==> config.mk <==
export PLATFORM = sky130hd
export DESIGN_NAME = rfc_ctrl
export DESIGN_NICKNAME = d
export VERILOG_FILES = /design/src/rfc_pkg.sv /design/src/rfc_ctrl.sv
export SDC_FILE = /design/constraint.sdc
export NUM_CORES = 1
export LEC_CHECK = 0
export ABC_AREA = 1
export BUFFER_PORTS_ARGS = -buffer_cell sky130_fd_sc_hd__buf_2
export CAP_MARGIN = 20
export CORE_AREA = 2 2 39 41
export CTS_CLUSTER_SIZE = 20
export DETAILED_ROUTE_END_ITERATION = 8
export DIE_AREA = 0 0 41 43
export HOLD_SLACK_MARGIN = 0.1
export PLACE_DENSITY = 0.6
export SLEW_MARGIN = 20
export SYNTH_ARGS = -nofsm -noshare
export SYNTH_HDL_FRONTEND = slang
export SYNTH_SLANG_ARGS = --single-unit
export TNS_END_PERCENT = 50
==> constraint.sdc <==
create_clock -name clk -period 2.4 [get_ports clk]
set_input_delay 0.48 -clock clk [delete_from_list [all_inputs] [get_ports clk]]
set_output_delay 0.48 -clock clk [all_outputs]
set_load 0.01 [all_outputs]
==> src/rfc_pkg.sv <==
// ----------------------------------------------------------------------------
// rfc_pkg: shared definitions for the rectangle forest component counter
// Field widths, action codes, table indices and the command and status
// structures that pass between the controller and the datapath.
// ----------------------------------------------------------------------------
`default_nettype none

package rfc_pkg;

  localparam int COORD_W = 10;
  localparam int ACT_W   = 2;
  localparam int CFG_W   = 10;
  localparam int VAL_W   = 19;

  localparam int DEF_MAX_WIDTH  = 512;
  localparam int DEF_MAX_HEIGHT = 512;

  localparam logic [CFG_W-1:0] GRID_RESET = CFG_W'(512);

  typedef logic [ACT_W-1:0] action_t;

  localparam action_t ACT_LOAD  = 2'd0;
  localparam action_t ACT_BUILD = 2'd1;
  localparam action_t ACT_QUERY = 2'd2;

  // Configuration register indices.
  localparam logic REG_GRID_WIDTH  = 1'b0;
  localparam logic REG_GRID_HEIGHT = 1'b1;

  localparam int NUM_TABLES = 3;
  localparam int TBL_NODE   = 0;
  localparam int TBL_VERT   = 1;
  localparam int TBL_HORZ   = 2;

  typedef struct packed {
    logic clr_step;
    logic capture;
    logic load_edge;
    logic load_nbr;
    logic bld_init;
    logic bld_rd;
    logic bld_wr;
    logic q_rd0;
    logic q_rd1;
    logic q_diff2;
    logic q_out;
  } rfc_cmd_t;

  typedef struct packed {
    logic clr_done;
    logic bld_empty;
    logic bld_last;
    logic out_free;
  } rfc_status_t;

endpackage

`default_nettype wire

==> src/rfc_ctrl.sv <==
// ----------------------------------------------------------------------------
// rfc_ctrl: sequencing controller
// Runs the clearing pass after reset, then takes one item at a time and
// steps the datapath through a load, a build sweep or a query.
// ----------------------------------------------------------------------------
`default_nettype none

module rfc_ctrl (
  input  wire logic                  clk,
  input  wire logic                  rst,
  input  wire logic                  in_valid,
  output      logic                  in_ready,
  input  wire rfc_pkg::action_t      action,
  output      rfc_pkg::rfc_cmd_t     cmd,
  input  wire rfc_pkg::rfc_status_t  status
);

  typedef enum logic [3:0] {
    S_CLEAR,
    S_IDLE,
    S_LOAD0,
    S_LOAD1,
    S_BINIT,
    S_BRD,
    S_BWR,
    S_Q0,
    S_Q1,
    S_Q2,
    S_QOUT
  } state_t;

  state_t state, state_next;

  always_ff @(posedge clk) begin
    if (rst) begin
      state <= S_CLEAR;
    end else begin
      state <= state_next;
    end
  end

  always_comb begin
    state_next = state;
    cmd        = '0;
    in_ready   = 1'b0;
    unique case (state)
      S_CLEAR: begin
        cmd.clr_step = 1'b1;
        if (status.clr_done) begin
          state_next = S_IDLE;
        end
      end
      S_IDLE: begin
        in_ready    = 1'b1;
        cmd.capture = in_valid;
        if (in_valid) begin
          unique case (action)
            rfc_pkg::ACT_LOAD:  state_next = S_LOAD0;
            rfc_pkg::ACT_BUILD: state_next = S_BINIT;
            rfc_pkg::ACT_QUERY: state_next = S_Q0;
            default:            state_next = S_IDLE;
          endcase
        end
      end
      S_LOAD0: begin
        cmd.load_edge = 1'b1;
        state_next    = S_LOAD1;
      end
      S_LOAD1: begin
        cmd.load_nbr = 1'b1;
        state_next   = S_IDLE;
      end
      S_BINIT: begin
        cmd.bld_init = 1'b1;
        state_next   = status.bld_empty ? S_IDLE : S_BRD;
      end
      S_BRD: begin
        cmd.bld_rd = 1'b1;
        state_next = S_BWR;
      end
      S_BWR: begin
        cmd.bld_wr = 1'b1;
        state_next = status.bld_last ? S_IDLE : S_BRD;
      end
      S_Q0: begin
        cmd.q_rd0  = 1'b1;
        state_next = S_Q1;
      end
      S_Q1: begin
        cmd.q_rd1  = 1'b1;
        state_next = S_Q2;
      end
      S_Q2: begin
        cmd.q_diff2 = 1'b1;
        state_next  = S_QOUT;
      end
      S_QOUT: begin
        if (status.out_free) begin
          cmd.q_out  = 1'b1;
          state_next = S_IDLE;
        end
      end
      default: begin
        state_next = S_IDLE;
      end
    endcase
  end

endmodule

`default_nettype wire

==> results of run 1 <==
==> power groups by stage <==
stage               combinational, µW  clock (µW)  sequential, µW
global placement                  118           0            84.1
finish                            117        82.8            83.0
detailed placement                118           0            84.1
global route                      132        93.2            84.2
CTS                               119        84.9            83.1
floorplan                        85.3           0            82.7
==> cells in the mapped netlist <==
| library cell | n | area share (%) |
|---|---|---|
| a21oi_1 | 2 | 2.1 |
| a31oi_1 | 1 | 1.3 |
| clkinv_1 | 1 | 0.80 |
| dfxtp_1 | 4 | 17 |
| ha_1 | 3 | 8.0 |
| inv_1 | 13 | 10 |
| inv_2 | 5 | 4.0 |
| nand2_1 | 21 | 17 |
| nand2_2 | 1 | 1.3 |
| nand3_1 | 4 | 4.3 |
| nand3_2 | 2 | 4.3 |
| nand3b_1 | 1 | 1.6 |
| nand3b_2 | 1 | 2.4 |
| nand4_1 | 2 | 2.7 |
| nor2_1 | 13 | 10 |
| nor2_2 | 3 | 4.0 |
| nor2_4 | 3 | 7.2 |
| nor3_1 | 1 | 1.1 |
==> metal layers <==
layer	GRT usage [%]	vias up	share of wire, %
met5	0	-	0
met2	20.9	14	50
li1	-	289	-
met3	6.28	0	5.3
met1	18.3	231	44
met4	4.00	0	0
==> cells by family (layout without fill, tap and decap cells) <==
kind of cell             after synthesis  count (layout)  share of synthesized area (%)
AO/OA/AOI/OAI                          3               3                           3.48
buffers and inverters                 19              42                           15.2
AND/OR/NAND/NOR                       52              52                           56.2
flip-flops                             4               4                           17.1
adder cells (fa/ha/maj)                3               3                           8.02
==> how the worst max path moves through the flow <==
stage	startpoint	endpoint	slack, ns	cells after the start
after CTS	state[0]	cmd[9]	0.68	5
after global routing	state[0]	cmd[9]	0.60	5
after detailed placement	state[0]	cmd[9]	0.94	5
after global placement	state[0]	cmd[9]	0.95	5
after floorplan	state[0]	cmd[9]	1.06	4
final	state[0]	cmd[9]	0.69	5
==> worst max-delay path, cell delays in order, from the launching register on <==
cell and delay, ns:
dfxtp_1 0.44, inv_2 0.09, nor2_4 0.13, nand2_1 0.10, nor2_1 0.10, buf_2 0.13
==> layout by cell type (no fill, tap or decap), types with 2 or more instances in the layout <==
cell type | netlist | final
a21oi_1 | 2 | 2
nor2_1 | 13 | 13
nor2_4 | 3 | 3
nor2_2 | 3 | 3
nand3_1 | 4 | 4
inv_2 | 5 | 5
nand3_2 | 2 | 2
nand2_1 | 21 | 21
buf_2 | 0 | 20
inv_1 | 13 | 13
clkbuf_4 | 0 | 3
nand4_1 | 2 | 2
ha_1 | 3 | 3
dfxtp_1 | 4 | 4
==> per-stage QoR <==
stage               hold WS, ns  cells  util, %
detailed placement        0.603    117     42.5
finish                    0.454    120     44.1
floorplan                 0.547     81        -
global route              0.447    120     44.1
CTS                       0.450    120     44.1
global placement          0.593    117     42.5
==> cell type report <==
type,count,share of cell area (%)
multi-input cells,58,51.8
repair buffers,20,16.4
flip-flops and latches,4,13.1
inverters,19,11.7
clock buffers,3,3.69
well taps,16,3.28
==> impl_metrics.json, run 1 <==
{
  "syn_inst": 81,
  "clk_path_buf_depth": 2,
  "power.total_uw": 283,
  "yosys_warnings": 0,
  "p_leak_uw": 0.000395,
  "grt_max_degree": 6,
  "via_per_inst": 4.45,
  "cts_resized": 0,
  "outcome": "completed",
  "synth_seq_cells": 4,
  "ctsRootBufferMaster": "clkbuf_4",
  "min_delay_path_depth": 2,
  "place.port_buffers": 20,
  "dieWidth_um": 41,
  "netSwitchingFraction_pct": 38.4,
  "num_io_pins": 21,
  "endpoint_kind": "primary output",
  "antennaDiodeCount": 0,
  "pwr-share-clk_pct": 29.3,
  "nNetsFinal": 118,
  "ant_nets": 0,
  "p_seq_share_pct": 29.3,
  "ir_worst_vdd_v": 0.000311,
  "fin_tns_setup_ns": 0,
  "switching_power_uw": 109,
  "multiInputGateArea_um2": 317,
  "holdBufCountCts": 0,
  "syn_avg_cell_area_um2": 5.78,
  "worst_slack_ns": 0.690,
  "drv_cap": 0,
  "gp_congestion": 0.770,
  "clk_latency_ns": 0.23,
  "final_hold_viol_count": 0,
  "min_to": "state[2]",
  "internal_power_uw": 174,
  "drc": 0,
  "finalCriticalPeriod_ns": 1.71,
  "die_y_um": 43,
  "antenna_found_initial": 0,
  "clkSinkCount": 4,
  "top_register": "state",
  "cp.required_ns": 1.92,
  "clk_pin_slew_worst_paths_ns": 0.04,
  "hold_start": "rst",
  "worstRegToRegCells": 7,
  "grt_pass1_vias": 449,
  "cts_tree": "done",
  "grtUsageTotal_pct": 14.2,
  "fill_cells": 155,
  "placed_cell_area_um2": 588,
  "seqCellArea_um2": 80.1,
  "post-place-ws_ns": 0.938,
  "synth_area_um2": 468,
  "fp.dieArea_mm2": 0.00176,
  "largest_reg_flops": 4,
  "synth_fp_nets": 93,
  "start_util_pct": 33.8,
  "area_growth_pct": 30.5,
  "reg2reg_slack_ns": 1.24,
  "grt_first_pass_wirelength_um": 1720,
  "setup_viol": 0,
  "yosysUniqueCellTypes": 18,
  "skew_ns": 0.00238,
  "crit_type": "reg -> out",
  "p_comb_share_pct": 41.4,
  "htreeDepth": 1,
  "dpl.hpwl_um": 893,
  "holdCritPathClass": "in -> reg",
  "max_freq_ghz": 0.585,
  "routedWlPerCell_um": 8.63,
  "reg2reg_from": "state[1]",
  "reg2reg_to": "state[1]",
  "cts_setup_buffers": 0,
  "tightest_slew_ns": 0.255,
  "crit_fanout": 5,
  "yosysSeqAreaShare_pct": 17.1,
  "arrival_ns": 1.23,
  "power-per-cell-area_mw_per_mm2": 463,
  "rsz0062_at_grt": "false",
  "first_pass_iters": 2,
  "core_area_mm2": 0.00138,
  "top_regs": "state x4",
  "cts_buffers": 3,
  "initialDrtViolationCount": 2,
  "post-route-period-util_pct": 71.3,
  "slew_headroom_pct": 83.0,
  "wl_um": 1040,
  "rows": 14,
  "grt_overflow": 0,
  "slew_viol_final": 0,
  "stdcell_area_um2": 611,
  "vias": 534,
  "critical_path.startpoint_type": "register",
  "drive_gt1_share_pct": 36.5
}
(Power assumes the default switching activity.)
==> run 2, diff against run 1 <==
==> constraint.sdc (replaced) <==
create_clock -name clk -period 1.6 [get_ports clk]
set_input_delay 0.32 -clock clk [delete_from_list [all_inputs] [get_ports clk]]
set_output_delay 0.32 -clock clk [all_outputs]
set_load 0.01 [all_outputs]
==> run 2 against run 1 <==
Setup slack worse by 0.59 ns. Non-clock buffer count stayed put. Register-to-register slack worse by 0.80 ns. Critical endpoint is now cmd[8].
==> impl_metrics.json, run 2 (synthesis gave the netlist of run 1 again) <==
{
  "ant_nets": 0,
  "skew_ns": 0.00222,
  "cp.required_ns": 1.28,
  "final_hold_viol_count": 0,
  "clk_latency_ns": 0.23,
  "ir_worst_vdd_v": 0.000464,
  "power-per-cell-area_mw_per_mm2": 691,
  "top_regs": "state x4",
  "grt_max_degree": 6,
  "placed_cell_area_um2": 588,
  "start_util_pct": 33.8,
  "outcome": "completed",
  "drive_gt1_share_pct": 38.5,
  "cts_setup_buffers": 0,
  "endpoint_kind": "primary output",
  "via_per_inst": 4.44,
  "ctsRootBufferMaster": "clkbuf_4",
  "multiInputGateArea_um2": 322,
  "htreeDepth": 1,
  "vias": 533,
  "worstRegToRegCells": 7,
  "seqCellArea_um2": 82.6,
  "slowest_stage": "dfxtp_1",
  "hold_slack_ns": 0.286,
  "first_pass_iters": 2,
  "place.port_buffers": 20,
  "top_register": "state",
  "routedWlPerCell_um": 8.62,
  "setup_viol": 0,
  "final_cell_mix": "nand2_1, buf_2, inv_1, nor2_1, inv_2",
  "clkSinkCount": 4,
  "nNetsFinal": 118,
  "rsz0062_at_grt": "false",
  "stdcell_area_um2": 618,
  "clk_path_buf_depth": 2,
  "dieWidth_um": 41,
  "gp_congestion": 0.771,
  "holdBufCountCts": 0,
  "grt_overflow": 0,
  "fp.dieArea_mm2": 0.00176,
  "finalCriticalPeriod_ns": 1.50,
  "largest_reg_flops": 4,
  "p_leak_uw": 0.000396,
  "cp_cell_sequence": "inv_2, nor2_4, nand2_1, inv_1, buf_2",
  "tightest_slew_ns": 0.255,
  "drc": 0,
  "area_growth_pct": 32.1,
  "wl_met1_um": 458,
  "arrival_ns": 1.18,
  "cts_resized": 0,
  "core_area_mm2": 0.00138,
  "dr.max_layer_used": "met3",
  "die_y_um": 43,
  "dr_wl_met3_um": 55,
  "reg2reg_slack_ns": 0.44,
  "rows": 14,
  "drv_cap": 0,
  "wl_um": 1030,
  "slew_viol_final": 0,
  "crit_type": "reg -> out",
  "clk_pin_slew_worst_paths_ns": 0.04,
  "fill_cells": 154,
  "num_io_pins": 21,
  "grtUsageTotal_pct": 14.2,
  "crit_start": "state[1]",
  "critical_path.startpoint_type": "register",
  "fin_tns_setup_ns": 0,
  "holdCritPathClass": "in -> reg",
  "wl_met2_um": 520,
  "antenna_found_initial": 0,
  "grt_pass1_vias": 449,
  "initialDrtViolationCount": 2,
  "grt_first_pass_wirelength_um": 1720,
  "crit_path_end": "cmd[8]",
  "cts_tree": "done",
  "post-route-period-util_pct": 93.9,
  "power.total_uw": 427,
  "reg2reg_to": "state[1]",
  "max_stage_delay_ns": 0.41,
  "final_common_cell": "nand2_1",
  "reg2reg_from": "state[1]",
  "crit_fanout": 5,
  "antennaDiodeCount": 0,
  "dpl.hpwl_um": 893,
  "cts_buffers": 3,
  "max_freq_ghz": 0.666,
  "slew_headroom_pct": 83.0
}
## run 2: where the power goes
group          internal (µW)  switching (µW)  total, µW
clock                   83.9            40.6        124
combinational           68.6             107        176
sequential               111            15.8        127
## run 2: metrics by stage
step	worst slack (ns)	std cells	util [%]
global route	0.00456	120	44.7
floorplan	0.421	81	-
detailed placement	0.298	117	42.5
finish	0.0981	120	44.7
CTS	0.0436	120	44.1
global placement	0.310	117	42.5
## run 2: worst min path at each step
stage                     from       end  slack [ns]  cells after the start
after global routing       rst  state[2]        0.28                      2
after floorplan            rst  state[2]        0.39                      1
after CTS                  rst  state[2]        0.29                      2
final                      rst  state[2]        0.29                      2
after global placement     rst  state[2]        0.53                      2
after detailed placement   rst  state[2]        0.53                      2
## run 2: per-layer routing
metal | track usage, % | up-vias
li1 | - | 289
met1 | 18.3 | 230
met2 | 20.9 | 14
met3 | 6.28 | 0
met4 | 4.00 | 0
met5 | 0 | -
## run 2: area by class of cell
class                           instances  area share (%)
Clock buffer                            3            3.64
Timing Repair Buffer                   20            16.2
Tap cell                               16            3.24
Sequential cell                         4            13.4
Multi-Input combinational cell         58            52.0
Inverter                               19            11.5
## run 2: critical path: cells and delay by family, from the launching register on
kind,cells,cell delay (ns)
flops,1,0.41
buf+inv,3,0.28
simple gates,2,0.26
==> run 3, diff against run 2 <==
--- a/config.mk
+++ b/config.mk
@@ -14,6 +14,7 @@
 export DIE_AREA = 0 0 41 43
 export HOLD_SLACK_MARGIN = 0.1
 export PLACE_DENSITY = 0.6
+export SETUP_SLACK_MARGIN = 0.15
 export SLEW_MARGIN = 20
 export SYNTH_ARGS = -nofsm -noshare
 export SYNTH_HDL_FRONTEND = slang
==> run 3 against run 2 <==
Sequential cell count did not move. Critical endpoint unchanged. Highest routed layer unchanged. Critical path depth did not move. Setup slack improved by 0.077 ns.
==> impl_metrics.json, run 3 (synthesis gave the netlist of run 1 again) <==
{
  "outcome": "completed",
  "antenna_found_initial": 0,
  "netSwitchingFraction_pct": 38.8,
  "crit_start": "state[1]",
  "fill_cells": 147,
  "arrival_ns": 1.10,
  "dieWidth_um": 41,
  "clk_path_buf_depth": 2,
  "cts_tree": "done",
  "area_growth_pct": 42.8,
  "slew_headroom_pct": 84.3,
  "p_seq_share_pct": 29.1,
  "clk_pin_slew_worst_paths_ns": 0.04,
  "num_io_pins": 21,
  "final_hold_viol_count": 0,
  "ant_nets": 0,
  "gp_congestion": 0.771,
  "antennaDiodeCount": 0,
  "seqCellArea_um2": 95.1,
  "switching_power_uw": 172,
  "wl_um": 1140,
  "internal_power_uw": 271,
  "nNetsFinal": 120,
  "hold_start": "rst",
  "ctsRootBufferMaster": "clkbuf_4",
  "top_register": "state",
  "vias": 551,
  "crit_type": "reg -> out",
  "largest_reg_flops": 4,
  "slew_viol_final": 0,
  "core_area_mm2": 0.00138,
  "first_pass_iters": 4,
  "fp.dieArea_mm2": 0.00176,
  "critical_path.startpoint_type": "register",
  "power-per-cell-area_mw_per_mm2": 663,
  "via_per_inst": 4.52,
  "skew_ns": 0.000410,
  "holdBufCountCts": 0,
  "place.port_buffers": 20,
  "rows": 14,
  "p_leak_uw": 0.000410,
  "max_stage_delay_ns": 0.37,
  "ir_worst_vdd_v": 0.000491,
  "grtUsageTotal_pct": 14.6,
  "top_regs": "state x4",
  "post-route-period-util_pct": 89.0,
  "drive_gt1_share_pct": 44.3,
  "initialDrtViolationCount": 15,
  "endpoint_kind": "primary output",
  "clkSinkCount": 4,
  "p_comb_share_pct": 43.3,
  "drv_cap": 0,
  "finalCriticalPeriod_ns": 1.42,
  "start_util_pct": 33.8,
  "rsz0062_at_grt": "true",
  "grt_first_pass_wirelength_um": 1770,
  "setup_viol": 0,
  "fin_tns_setup_ns": 0,
  "cp_cell_sequence": "inv_4, nor2_4, nand2_1, inv_1, buf_2",
  "reg2reg_from": "state[3]",
  "grt_pass1_vias": 450,
  "cts_buffers": 3,
  "multiInputGateArea_um2": 337,
  "pwr-share-clk_pct": 27.6,
  "cp.required_ns": 1.28,
  "max_freq_ghz": 0.702,
  "routedWlPerCell_um": 9.31,
  "grt_overflow": 0,
  "dpl.hpwl_um": 893,
  "tightest_slew_ns": 0.234,
  "htreeDepth": 1,
  "crit_fanout": 5,
  "grt_max_degree": 6,
  "holdCritPathClass": "in -> reg",
  "drc": 0,
  "hold_slack_ns": 0.287,
  "clk_latency_ns": 0.23,
  "final_cell_mix": "nand2_1, buf_2, inv_1",
  "slowest_stage": "dfxtp_4",
  "die_y_um": 43
}
==> run 3: cell count changes in the layout (fill, tap and decap cells not counted) <==
cell	before	now
nor2_1	13	12
nand2_2	1	2
nor3_2	0	1
nor3_1	1	0
dfxtp_2	2	0
dfxtp_4	0	4
inv_2	5	2
nand2_1	21	20
nor2_4	4	5
inv_4	0	3
buf_4	0	2
dfxtp_1	2	0
==> run 3: layout make-up <==
cell class	instances	area share, %
inverters	19	11.8
multi-input cells	58	50.4
clock buffers	3	3.37
flip-flops and latches	4	14.2
repair buffers	22	17.2
well taps	16	3.00
==> run 3: timing repair <==
item | in CTS | in global routing
pin swaps | 0 | 3
setup buffers | 0 | 2
resized for setup | 7 | 9
endpoints found under the setup margin | 8 | 10
==> run 3: per-stage QoR <==
| step | std cells | cell area, µm² | total power (µW) | util, % | setup WS, ns |
|---|---|---|---|---|---|
| global route | 122 | 668 | 484 | 48.3 | 0.0931 |
| global placement | 117 | 588 | 304 | 42.5 | 0.310 |
| floorplan | 81 | 468 | 252 | - | 0.421 |
| finish | 122 | 668 | 443 | 48.3 | 0.176 |
| detailed placement | 117 | 588 | 304 | 42.5 | 0.298 |
| CTS | 120 | 628 | 435 | 45.4 | 0.137 |
==> run 3: power by group through the flow <==
stage               logic (µW)  clock network, µW  registers [µW]
finish                     192                122             129
floorplan                  128                  0             124
CTS                        180                127             128
detailed placement         178                  0             126
global placement           178                  0             126
global route               213                140             130
==> run 3: path summary, 6_finish.rpt <==
path	end	depth (start not counted)	slack, ns
worst max register to register	state[1]	8	0.39
worst min-delay path	state[2]	2	0.29
worst max-delay path	cmd[8]	5	0.18
worst min register to register	state[3]	2	0.59
==> run 3: routing by layer <==
metal  track usage (%)  vias to the layer above  wire, µm
met5                 0                        -         0
li1                  -                      293         -
met4              4.00                        0         0
met1              18.6                      237       479
met3              6.28                        0        72
met2              21.9                       21       584
==> run 3: critical path: cells and delay by family (launching register included) <==
kind | cells | cell delay, ns
buf+inv | 3 | 0.24
simple gates | 2 | 0.27
flops | 1 | 0.37
